File: config.mk
export PLATFORM = sky130hd
export DESIGN_NAME = bpq_ram
export DESIGN_NICKNAME = d
export VERILOG_FILES = /design/src/rtl/core/bpq_ram.sv
export SDC_FILE = /design/constraint.sdc
export NUM_CORES = 2
export LEC_CHECK = 0
export BUFFER_PORTS_ARGS = -buffer_cell sky130_fd_sc_hd__buf_2
export CAP_MARGIN = 5
export CORE_UTILIZATION = 40
export CTS_CLUSTER_DIAMETER = 40
export DETAILED_ROUTE_END_ITERATION = 16
export HOLD_SLACK_MARGIN = 0.06
export PLACE_DENSITY = 0.59
export SLEW_MARGIN = 30
export SYNTH_ARGS = -nofsm -noshare
export SYNTH_HDL_FRONTEND = slang
export SYNTH_SLANG_ARGS = --single-unit
File: constraint.sdc
create_clock -name clk -period 2.6 [get_ports clk]
set_input_delay 0.52 -clock clk [delete_from_list [all_inputs] [get_ports clk]]
set_output_delay 0.52 -clock clk [all_outputs]
set_load 0.005 [all_outputs]
File: src/rtl/core/bpq_ram.sv
// Generic simple dual-port RAM: one write port, one read port, registered read.
// Depends on nothing.
`timescale 1ns / 1ps
`default_nettype none

module bpq_ram #(
  parameter int WIDTH = 8,
  parameter int DEPTH = 256
) (
  input  wire logic                     clk,
  input  wire logic                     we,
  input  wire logic [$clog2(DEPTH)-1:0] waddr,
  input  wire logic [WIDTH-1:0]         wdata,
  input  wire logic [$clog2(DEPTH)-1:0] raddr,
  output logic      [WIDTH-1:0]         rdata
);

  logic [WIDTH-1:0] mem [DEPTH];

  always_ff @(posedge clk) begin
    if (we) begin
      mem[waddr] <= wdata;
    end
    rdata <= mem[raddr];
  end

endmodule

`default_nettype wire

# Word-level counts from Yosys, hierarchy flattened
# Memories as Yosys holds them, arrays and structs flattened. A register that Yosys moved wholly into a read port is not among the register bits.
# Cells that the tools add are included.
[op_classes] mux=2
[ops] operator="$mux 1" count=2
[totals] regBits=0 mem_bits_rw=2048 in_bits=26 output_inout_bits=8 wordCells=3 mem_count=1
[mem_list] memory="mem" depth=256 width=8 read_ports=1 rd_clocked_by_memory_dff=1 wr=1 line_no="18" rtl="logic [WIDTH-1:0] mem [DEPTH];"

# Logic depth before layout (Yosys ltp)
[logic_depth] word_depth=2 ltp_mapped=11 mapped_depth_nobuf=6

# Worst setup path before layout
# OpenSTA, ideal clock, no wires.
[synth_path] kind="input port to flip-flop" start="in raddr[0]" end="reg rdata[2], read port of mem" setup_time_ns=0.131 arrival_time_ns=2.327 required_ns=2.469 slack_ns=0.142 path_stages=9 path_cell_list="buf_6 -> buf_12 -> buf_8 -> buf_2 -> mux4_2 -> a22oi_1 -> a21oi_1 -> nor4_1 -> nor4_2"
[synth_rtl] item="start: declaration" line_no="14" rtl="input wire logic [$clog2(DEPTH)-1:0] raddr,"
[synth_rtl] item="end: declaration" line_no="15" rtl="output logic [WIDTH-1:0] rdata"

==> results.cfg <==
[timing]
relSlewSlack_pct = 47.9
rsz0062_at_grt = no
max_freq_mhz = 393
fin_worst_skew_ns = 0.0742
whs_ns = 0.102
worst_pin_slew_ns = 0.781
min_period_ns = 2.54
drv_slew = 0
fin_crit_sh_pct = 97.8
hold_viol = 0
setup-tns-final_ns = 0
setup_violations = 0

[critical_path]
r2r_cells = 6
required_ns = 3.36
worst_r2r_endpoint = rdata[1]$_DFF_P_
path_class = reg2reg
crit_path_start = mem[64][1]$_DFFE_PP_
startpoint_type = register
regToRegSetupSlack_ns = 0.06
end_kind = register
cp.arrival_ns = 3.30
critPathMaxFanout = 1
rr_startpoint = mem[64][1]$_DFFE_PP_

[grt]
grt_pass1_vias = 42400
grt_overflow_total = 0
grt_max_degree = 94
antenna_found_initial = 12
grt_pass1_wl_um = 301000
grt.total_usage_pct = 20.9

[power]
power.leakage_nw = 32.4
p_total_mw = 80.4
power.density_nw_per_um2 = 817
peakVddDrop_mv = 0.663

[floorplanning]
fp-row-count = 163
die_h_um = 448
start_util_pct = 40.3
die_w_um = 448
top_level_ports = 34
coreArea_um2 = 197000
die-area_um2 = 201000

[yosys]
ys_seq_elements = 2056
yosysTopAreaCell = edfxtp_1
synth_async_sr_flop_share_pct = 0
synth_ff_type = edfxtp_1
synth-seq-area-share_pct = 77.5
yosys_warnings = 0
netlist_top_cells_area = edfxtp_1 (77%), mux4_2 (13%), mux2i_1 (1.7%)
syn_nets = 3759
post_synth.cell_area_avg_um2 = 21.3
synth_cell_types = 55
synthesis.area_um2 = 79600
synth_top_area_share_pct = 77.3
synth_enable_flop_cells = 2048
synthCells = 3733

[finish]
nets = 4614
final_layout_size_suffix_gt1_share_pct = 36.1
area_growth_syn_to_layout_pct = 23.6

[drt]
firstDrtPassIters = 5
ant_nets = 0
via_count = 41700
wl_per_cell_um = 28.1
routed_wl_um = 209000
drc_errors = 0
drt_iter0_markers = 4061
viasPerCell = 5.60

[hold_path]
holdCritStartpoint = wdata[6]
hold_path.class = in2reg
hold_depth = 1
hold-path-endpoint = mem[47][6]$_DFFE_PP_

[clock_tree]
cts.sinks = 2056
cts_max_level = 5
clk_pin_slew_ns = 0.06
cts_tree = yes
worstSkewPairLatency_ns = 0.92
cts_root_buf = clkbuf_16
clockBufferDepth = 4
cts_buffers = 296
post_cts_buffers = 0

[placed_design]
hpwl_um = 137000
port_buffers = 33
gp_congestion = 0.847

[run_status]
status = finished clean

[job]
drv_cap = 0
[worst max-delay path, stage by stage (launching register included)]
cell and delay [ns]:
edfxtp_1 0.36, mux4_2 0.50, mux4_2 0.56, nor2b_1 0.17, nor4_2 0.52, buf_4 0.21, nor4_1 0.05
[kinds of logic after synthesis]
logic type | count (synthesis) | share of synthesized area (%)
AND/OR/NAND/NOR | 466 | 2.63
flip-flops | 2056 | 77.5
buffers and inverters | 235 | 1.83
AO/OA/AOI/OAI | 385 | 3.42
multiplexers | 591 | 14.6
[stage by stage]
stage | utilization (%) | cells | setup WS [ns] | area [µm²]
floorplan | - | 3733 | 0.142 | 79600
global placement | 44.8 | 6924 | -1.08 | 88400
detailed placement | 44.8 | 6924 | -1.00 | 88400
CTS | 49.8 | 7443 | 0.0140 | 98300
global route | 49.8 | 7445 | 0.0219 | 98400
finish | 49.8 | 7445 | 0.0584 | 98400
[sequential cells by signal, summed over array words and instances, names as in the netlist]
signal and flops:
mem 2048, rdata 8
[placed cells by master (no fill, tap or decap), types with 10 or more instances in the layout]
cell / n
nor4_1: 19
nor2b_1: 28
clkbuf_16: 301
o211ai_1: 10
clkinv_2: 28
clkbuf_1: 18
bufinv_16: 35
inv_8: 10
nor2_1: 279
clkinvlp_4: 18
nor3_1: 22
buf_12: 82
o22ai_1: 28
o21ai_0: 10
buf_4: 671
buf_8: 10
inv_6: 39
clkinv_1: 30
o221ai_1: 46
nand3_1: 34
a221oi_1: 13
nand2_1: 33
a21oi_1: 96
mux4_2: 454
mux2i_1: 134
clkinv_4: 27
edfxtp_1: 2048
buf_2: 21
a22oi_1: 133
nand4_1: 10
a211oi_1: 15
[synthesized netlist by cell type, types with 28 or more instances]
cell and count:
a21oi_1 96, a22oi_1 133, buf_2 31, clkbuf_1 111, edfxtp_1 2048, mux2i_1 134
mux4_2 454, nand2_1 33, nand3_1 34, nor2_1 282, nor2b_1 31, o221ai_1 46
o22ai_1 28
[area by class of cell]
| cell class | instances | area [µm²] |
|---|---|---|
| Multi-Input combinational cell | 1442 | 16500 |
| Tap cell | 2640 | 3300 |
| Sequential cell | 2056 | 61700 |
| Antenna cell | 2 | 5.00 |
| Timing Repair Buffer | 790 | 6990 |
| Fill cell | 16000 | 99100 |
| Clock buffer | 321 | 7630 |
| Clock inverter | 192 | 2220 |
| Inverter | 2 | 7.51 |
[per-layer routing]
layer	up-vias	track usage, %	part of all wire, %
met5	-	0	0.029
li1	17500	-	-
met1	22100	28.7	41
met2	1670	33.4	48
met3	402	4.04	7.5
met4	8	7.38	3.5
[how the worst max path moves through the flow]
stage	end	slack, ns	depth (start not counted)
after floorplan	rdata[2]$_DFF_P_	0.14	9
after global placement	rdata[0]$_DFF_P_	-1.08	11
after detailed placement	rdata[1]$_DFF_P_	-1.00	11
after CTS	rdata[0]$_DFF_P_	0.01	8
after global routing	rdata[1]$_DFF_P_	0.02	6
final	rdata[1]$_DFF_P_	0.06	6
[timing repair]
item | CTS | global route
hold endpoints to repair | 93 | 0
endpoints found under the setup margin | 5 | 1
gates resized for setup | 6 | 1
hold buffers | 6 | 0
[power by group]
group | total (mW) | internal, mW | switching [mW]
clock network | 39.9 | 24.9 | 14.9
logic | 3.90 | 1.61 | 2.29
registers | 36.6 | 36.6 | 0.0851
total | 80.4 | 63.1 | 17.3
Power figures use the tool's default switching activity.
