File: src/rtl/core/bpq_pkg.sv
// Package for the bucket priority queue core: field widths, request and
// error codes, and the request and result types of the shared arithmetic unit.
// Depends on nothing; every other file of the block but bpq_ram imports it.
`timescale 1ns / 1ps
`default_nettype none

package bpq_pkg;

  localparam int ID_W   = 10;
  localparam int KEY_W  = 8;
  localparam int OKEY_W = 9;
  localparam int REQ_W  = 2;
  localparam int ERR_W  = 2;

  localparam logic [KEY_W-1:0]         MAX_KEY_RESET = 8'd255;
  localparam logic signed [OKEY_W-1:0] KEY_ABSENT    = -9'sd1;

  typedef enum logic [REQ_W-1:0] {
    REQ_INSERT = 2'd0,
    REQ_POP    = 2'd1,
    REQ_DEC    = 2'd2,
    REQ_READ   = 2'd3
  } req_t;

  typedef enum logic [ERR_W-1:0] {
    ERR_OK        = 2'd0,
    ERR_KEY_RANGE = 2'd1,
    ERR_DEC_BAD   = 2'd2,
    ERR_PRESENT   = 2'd3
  } err_t;

  typedef enum logic [1:0] {
    UOP_LE  = 2'd0,
    UOP_INC = 2'd1,
    UOP_DEC = 2'd2
  } uop_t;

  typedef struct packed {
    uop_t              op;
    logic [OKEY_W-1:0] a;
    logic [OKEY_W-1:0] b;
  } unit_req_t;

  typedef struct packed {
    logic [OKEY_W-1:0] value;
    logic              le;
  } unit_res_t;

endpackage

`default_nettype wire

File: src/rtl/core/bpq_unit.sv
// Shared compare, increment and decrement unit used by the sequencer.
// Depends on bpq_pkg for the unit request and result types.
`timescale 1ns / 1ps
`default_nettype none

module bpq_unit (
  input  wire bpq_pkg::unit_req_t ureq,
  output bpq_pkg::unit_res_t      ures
);
  import bpq_pkg::*;

  always_comb begin
    ures.le = (ureq.a <= ureq.b);
    case (ureq.op)
      UOP_INC: ures.value = ureq.a + 9'd1;
      UOP_DEC: ures.value = ureq.a - 9'd1;
      default: ures.value = ureq.a;
    endcase
  end

endmodule

`default_nettype wire

File: config.mk
export PLATFORM = sky130hd
export DESIGN_NAME = bpq_unit
export DESIGN_NICKNAME = d
export VERILOG_FILES = /design/src/rtl/core/bpq_pkg.sv /design/src/rtl/core/bpq_unit.sv
export SDC_FILE = /design/constraint.sdc
export NUM_CORES = 1
export LEC_CHECK = 0
export ABC_CLOCK_PERIOD_IN_PS = 6700
export BUFFER_PORTS_ARGS = -buffer_cell sky130_fd_sc_hd__buf_2
export CAP_MARGIN = 10
export CORE_MARGIN = 2
export CORE_UTILIZATION = 57
export DETAILED_ROUTE_END_ITERATION = 8
export PLACE_DENSITY_LB_ADDON = 0.25
export SLEW_MARGIN = 10
export SYNTH_ARGS = -nofsm -noshare
export SYNTH_HDL_FRONTEND = slang
export SYNTH_SLANG_ARGS = --single-unit
export TNS_END_PERCENT = 100
File: constraint.sdc
create_clock -name vclk -period 6.7
set_input_delay 0.67 -clock vclk [all_inputs]
set_output_delay 0.67 -clock vclk [all_outputs]
set_load 0.05 [all_outputs]
=== Word level (Yosys, flattened, before mapping) ===
Index checks and enable logic that the tools add are counted.

* Add/subtract/negate cells: 2
* Multipliers: 0
* Div/mod/pow operators: 0
* Order comparisons: 1
* Equal/unequal tests: 2
* Shift-type cells: 0
* Multiplexer cells: 1
* Bitwise logic cells: 0
* Reductions and logical operators: 0

{| class="wikitable"
|+ Operators with widths
! cell !! count
|-
| case mux 9 bit (2 select lines) || 1
|-
| adder 9 x 1 -> 9 bit (second input constant) || 1
|-
| <= comparator 9 bit || 1
|-
| subtractor 9 x 1 -> 9 bit (second input constant) || 1
|-
| == test 2 x 1 -> 1 bit (second input constant) || 1
|-
| == test 2 bit (second input constant) || 1
|}

* Register bits after elaboration: 0
* Latch bits: 0
* Memory bits (writable): 0
* Bits in read-only memories: 0
* Bits of input ports: 20
* Output and inout bits: 10
* Logic and storage cells: 6
* Memories: 0

=== Longest topological paths before layout ===
Gate-level depths: netlist (run 1).

* Depth after elaboration: 2
* Mapped depth: 11
* Mapped depth without buffers: 9

=== Worst setup path before layout (run 1) ===
OpenSTA, ideal clock, no wires.

* Path kind: input-to-output
* Start point: input ureq[18] in the netlist's numbering
* End point: output ures[7] in the netlist's numbering
* Arrival time: 3.327 ns
* Data required time: 6.030 ns
* Slack: 2.703 ns
* Stages: 11
* Path buffers: 2
* Cells stage by stage: inv_1 ha_1 clkbuf_1 clkbuf_1 xor2_1 ha_1 and3_1 a31oi_1 o21a_1 a211oi_1 xor2_1

{| class="wikitable"
|+ RTL lines
! item !! line !! source
|-
| start, declared || bpq_unit.sv:7 || <nowiki>input wire bpq_pkg::unit_req_t ureq,</nowiki>
|-
| end, declared || bpq_unit.sv:8 || <nowiki>output bpq_pkg::unit_res_t ures</nowiki>
|}

==> impl_metrics.env, run 1 <==
export IMPL_synth_cell_types=40
export IMPL_tns_ns=0
export IMPL_power_frac_comb=1.000
export IMPL_area_growth_pct=16.7
export IMPL_drc=0
export IMPL_cp_required_ns=6.03
export IMPL_syn_nets=154
export IMPL_post_synth_top_area_cell="ha_1"
export IMPL_layout_drive_gt1_share=0.231
export IMPL_worst_slew_pin_slew_ns=0.741
export IMPL_whs_path_depth=3
export IMPL_start_util=0.616
export IMPL_switching_share=0.677
export IMPL_min_path_type="primary input to primary output"
export IMPL_p_switching_mw=0.0633
export IMPL_min_to="ures[9]"
export IMPL_die_h_um=41.5
export IMPL_nFlopsAndLatches=0
export IMPL_power_share_clock=0
export IMPL_first_pass_iters=4
export IMPL_post_cts_resized=0
export IMPL_max_freq_mhz=259
export IMPL_synth_warnings=0
export IMPL_gp_congestion=0.808
export IMPL_total_power_mw=0.0935
export IMPL_end_kind="primary output"
export IMPL_grt_pass1_vias=774
export IMPL_via_per_inst=5.96
export IMPL_clkbuf_count=0
export IMPL_synth_top_area_frac=0.187
export IMPL_power_internal_mw=0.0302
export IMPL_grt_pass1_wl_um=3190
export IMPL_rsz0062_at_grt="no"
export IMPL_report_final_slew_viol_count=0
export IMPL_min_from="ureq[17]"
export IMPL_rows=13
export IMPL_nets=177
export IMPL_diodes=0
export IMPL_post_route_min_period_ns=3.86
export IMPL_grt_max_degree=25
export IMPL_peakVddDrop_v=0.0000645
export IMPL_finalWirelength_um=1970
export IMPL_power_density_mw_per_mm2=99.9
export IMPL_hpwl_um=1540
export IMPL_ctsHoldBuffers=0
export IMPL_syn_cell_area_um2=802
export IMPL_finalSetupViolCount=0
export IMPL_io_pins=30
export IMPL_yosysSeqAreaShare=0
export IMPL_seq_power_share=0
export IMPL_hold_violations=0
export IMPL_vias=942
export IMPL_drv_cap=0
export IMPL_grt_use_total=0.218
export IMPL_status="finished clean"
export IMPL_ys_top_cells_by_area="ha_1 19%, inv_1 6.6%, xnor2_1 6.6%"
export IMPL_fill_cells=118
export IMPL_io_buffers=30
export IMPL_critical_path_class="primary input to primary output"
export IMPL_period_share=0.576
export IMPL_cp_start_kind="primary input"
export IMPL_synthCells=122
export IMPL_post_cts_buffers=0
export IMPL_slew_headroom=0.506
export IMPL_coreArea_mm2=0.00130
export IMPL_antenna_found_initial=0
export IMPL_path_max_fanout=24
export IMPL_first_iter_violations=22
export IMPL_wl_per_cell_um=12.5
export IMPL_die_x_um=41.5
export IMPL_overflow=0
export IMPL_antenna_left=0
export IMPL_p_leak_nw=0.465
export IMPL_regArea_um2=0
export IMPL_syn_area_per_cell_um2=6.57
export IMPL_multi_input_area_um2=714
export IMPL_worstPathArrival_ns=3.19
export IMPL_die_area_mm2=0.00172
routing by layer:
layer,track usage,up-vias,share of wire
met3,0.00870,2,0.041
met4,0.0258,0,0.0056
met1,0.291,425,0.47
met2,0.394,30,0.48
met5,0,-,0
li1,-,485,-
cell families (layout without fill, tap and decap cells):
kind of cell / after synthesis / count (layout) / share of synthesized area
AND/OR/NAND/NOR: 42 / 42 / 0.295
AO/OA/AOI/OAI: 33 / 33 / 0.271
buffers and inverters: 23 / 44 / 0.109
adder cells (fa/ha/maj): 12 / 12 / 0.187
XOR/XNOR: 9 / 9 / 0.0983
multiplexers: 3 / 3 / 0.0390
placed cells by master (no fill, tap or decap), drive strengths merged, types with 2 or more instances in the layout:
master,count
buf,30
nor2,10
nand3,3
xnor2,6
nand2,7
a41oi,2
a21oi,8
nand4,5
nor2b,4
o21a,3
mux2i,2
nor3,2
or4b,2
ha,12
and3,2
xor2,3
nor3b,2
inv,14
o21ai,9
power groups by stage:
stage                     combinational, mW  sequential, mW  clock [mW]
after floorplan                      0.0703               0           0
after global routing                  0.101               0           0
final                                0.0935               0           0
after global placement               0.0904               0           0
after detailed placement             0.0927               0           0
after CTS                            0.0931               0           0
metrics by stage:
stage | instance area [µm²] | worst slack (ns) | utilization | std cells | hold WS (ns)
detailed placement | 936 | 2.89 | 0.719 | 158 | 1.72
CTS | 936 | 2.88 | 0.719 | 158 | 1.72
global placement | 936 | 3.00 | 0.719 | 158 | 1.70
global route | 936 | 2.74 | 0.719 | 158 | 1.73
floorplan | 802 | 2.70 | - | 122 | 1.61
finish | 936 | 2.84 | 0.719 | 158 | 1.71
cell type report:
class                           instances  area share
Multi-Input combinational cell         99       0.763
Inverter                               14      0.0561
Tap cell                               15      0.0201
Timing Repair Buffer                   30       0.160
worst max path at each step:
stage                         from  depth (start not counted)  slack [ns]      end
after floorplan           ureq[18]                         11        2.70  ures[7]
after global placement    ureq[18]                         11        3.00  ures[5]
after detailed placement  ureq[18]                         11        2.89  ures[5]
after CTS                 ureq[18]                         11        2.88  ures[5]
after global routing      ureq[18]                         11        2.74  ures[5]
final                     ureq[18]                         11        2.84  ures[5]
cells in the mapped netlist, types with 3 or more instances:
library cell,count
clkbuf_1,8
xnor2_1,6
o21a_1,3
inv_1,14
nor2_1,10
nor2b_1,4
nand4_1,5
a21oi_1,7
ha_1,12
o21ai_0,6
xor2_1,3
nand3_1,3
nand2_1,7
o21ai_1,3
worst max-delay path, stage by stage:
cell and delay (ns):
buf_2 0.09, inv_1 0.07, ha_1 0.64, xor2_1 0.21, ha_1 0.24, nor3b_1 0.34
o21ai_1 0.13, nand2_1 0.15, mux2i_1 0.23, xnor2_1 0.13, buf_2 0.28
Power figures use the tool's default switching activity.
==> inputs of run 2 (changes only) <==
--- a/config.mk
+++ b/config.mk
@@ -5,11 +5,11 @@
 export SDC_FILE = /design/constraint.sdc
 export NUM_CORES = 1
 export LEC_CHECK = 0
-export ABC_CLOCK_PERIOD_IN_PS = 6700
+export ABC_CLOCK_PERIOD_IN_PS = 3510
 export BUFFER_PORTS_ARGS = -buffer_cell sky130_fd_sc_hd__buf_2
 export CAP_MARGIN = 10
 export CORE_MARGIN = 2
-export CORE_UTILIZATION = 57
+export CORE_UTILIZATION = 48
 export DETAILED_ROUTE_END_ITERATION = 8
 export PLACE_DENSITY_LB_ADDON = 0.25
 export SLEW_MARGIN = 10
==> constraint.sdc (replaced) <==
create_clock -name vclk -period 3.51
set_input_delay 0.351 -clock vclk [all_inputs]
set_output_delay 0.351 -clock vclk [all_outputs]
set_load 0.05 [all_outputs]
==> run 2 against run 1 <==
  * Worst hold slack worse by 0.65 ns
  * Final area is 1.7% higher
  * Final cell count is 1.9% higher
  * Clock-buffer cell count stayed put
  * Critical endpoint is now ures[8]
  * Sequential cell count stayed put
  * Via count is 0.11% higher
  * Total power is 91% higher
  * Non-clock buffer count is 2 higher
  * First-iteration DRC count is 18% higher
  * Core utilization is 10 points lower
  * Critical path depth is 1 lower
==> impl_metrics.env, run 2 (synthesis results as in run 1) <==
export IMPL_status="finished clean"
export IMPL_antenna_found_initial=0
export IMPL_first_pass_iters=4
export IMPL_nets=179
export IMPL_layout_commonest_cell="buf_2"
export IMPL_area_growth_pct=18.7
export IMPL_post_place_ws_ns=0.711
export IMPL_critical_path_class="primary input to primary output"
export IMPL_path_delay_family="simple AND/OR/NAND/NOR gates"
export IMPL_report_final_slew_viol_count=0
export IMPL_finalSetupViolCount=0
export IMPL_start_util=0.520
export IMPL_final_cell_mix="30 x buf_2, 14 x inv_1, 12 x ha_1"
export IMPL_drv_cap=0
export IMPL_cp_slowest_cell="or4b_1"
export IMPL_power_density_mw_per_mm2=187
export IMPL_total_power_mw=0.178
export IMPL_drc=0
export IMPL_whs_path_depth=3
export IMPL_antenna_left=0
export IMPL_period_share=0.794
export IMPL_tns_ns=0
export IMPL_rows=14
export IMPL_busiest_layer="met2"
export IMPL_p_leak_nw=0.475
export IMPL_cp_start_kind="primary input"
export IMPL_path_max_fanout=15
export IMPL_grt_max_degree=17
export IMPL_die_area_mm2=0.00201
export IMPL_wl_per_cell_um=12.0
export IMPL_io_buffers=30
export IMPL_hold_violations=0
export IMPL_die_x_um=44.9
export IMPL_gp_congestion=0.801
export IMPL_layout_drive_gt1_share=0.241
export IMPL_end_kind="primary output"
export IMPL_ctsHoldBuffers=0
export IMPL_post_cts_buffers=0
export IMPL_nFlopsAndLatches=0
export IMPL_grt_pass1_vias=801
export IMPL_via_per_inst=5.86
export IMPL_grt_use_total=0.204
export IMPL_max_stage_delay_ns=0.49
export IMPL_post_cts_resized=0
export IMPL_min_path_type="primary input to primary output"
export IMPL_post_route_min_period_ns=2.79
export IMPL_hold_ws_ns=1.06
export IMPL_regArea_um2=0
export IMPL_timing_final_ws_setup_ns=0.724
export IMPL_vias=943
export IMPL_max_freq_mhz=359
export IMPL_finish_utilization=0.618
export IMPL_die_h_um=44.9
export IMPL_clkbuf_count=0
export IMPL_first_iter_violations=26
export IMPL_worst_path_most_repeated_cell="buf_2"
export IMPL_crit_chain="buf_2, inv_1, ha_1, buf_4, or4b_4, a21oi_2, a311oi_1, or4b_1, and4b_1, buf_2"
export IMPL_worst_slew_pin_slew_ns=0.496
export IMPL_rsz0062_at_grt="no"
export IMPL_path_buf_inv=4
export IMPL_hpwl_um=1540
export IMPL_cp_required_ns=3.16
export IMPL_peakVddDrop_v=0.0000995
export IMPL_worstPathArrival_ns=2.44
export IMPL_coreArea_mm2=0.00154
export IMPL_use_met1=0.282
export IMPL_slew_headroom=0.667
export IMPL_overflow=0
export IMPL_cp_num_cells=10
export IMPL_use_met3=0
export IMPL_finalWirelength_um=1930
export IMPL_diodes=0
export IMPL_grt_pass1_wl_um=3260
export IMPL_grt_util_met2=0.380
export IMPL_io_pins=30
[run 2: report_power, final]
group	total (mW)	internal, mW	switching, mW
logic	0.178	0.0585	0.120
clock network	0	0	0
registers	0	0	0
[run 2: worst paths after layout]
kind              endpoint  slack [ns]      from
hold / removal     ures[9]        1.06  ureq[17]
setup / recovery   ures[8]        0.72  ureq[18]
[run 2: per-stage QoR]
stage / instance area (µm²) / cells
finish: 952 / 161
global route: 952 / 161
CTS: 952 / 161
detailed placement: 952 / 161
global placement: 952 / 161
floorplan: 802 / 122
[run 2: per-layer routing]
metal,routed length [µm],part of all wire
met1,899,0.47
met2,933,0.48
met3,100,0.052
met4,0,0
met5,0,0
[run 2: worst min-delay path, stage by stage]
cell and delay (ns):
buf_2 0.10, xnor2_1 0.06, buf_2 0.20
[run 2: area by class of cell]
class,count,area (µm²)
timing repair buffer,32,165
inverter,14,52.6
tap,16,20.0
multi-input combinational,99,714
fill,154,589
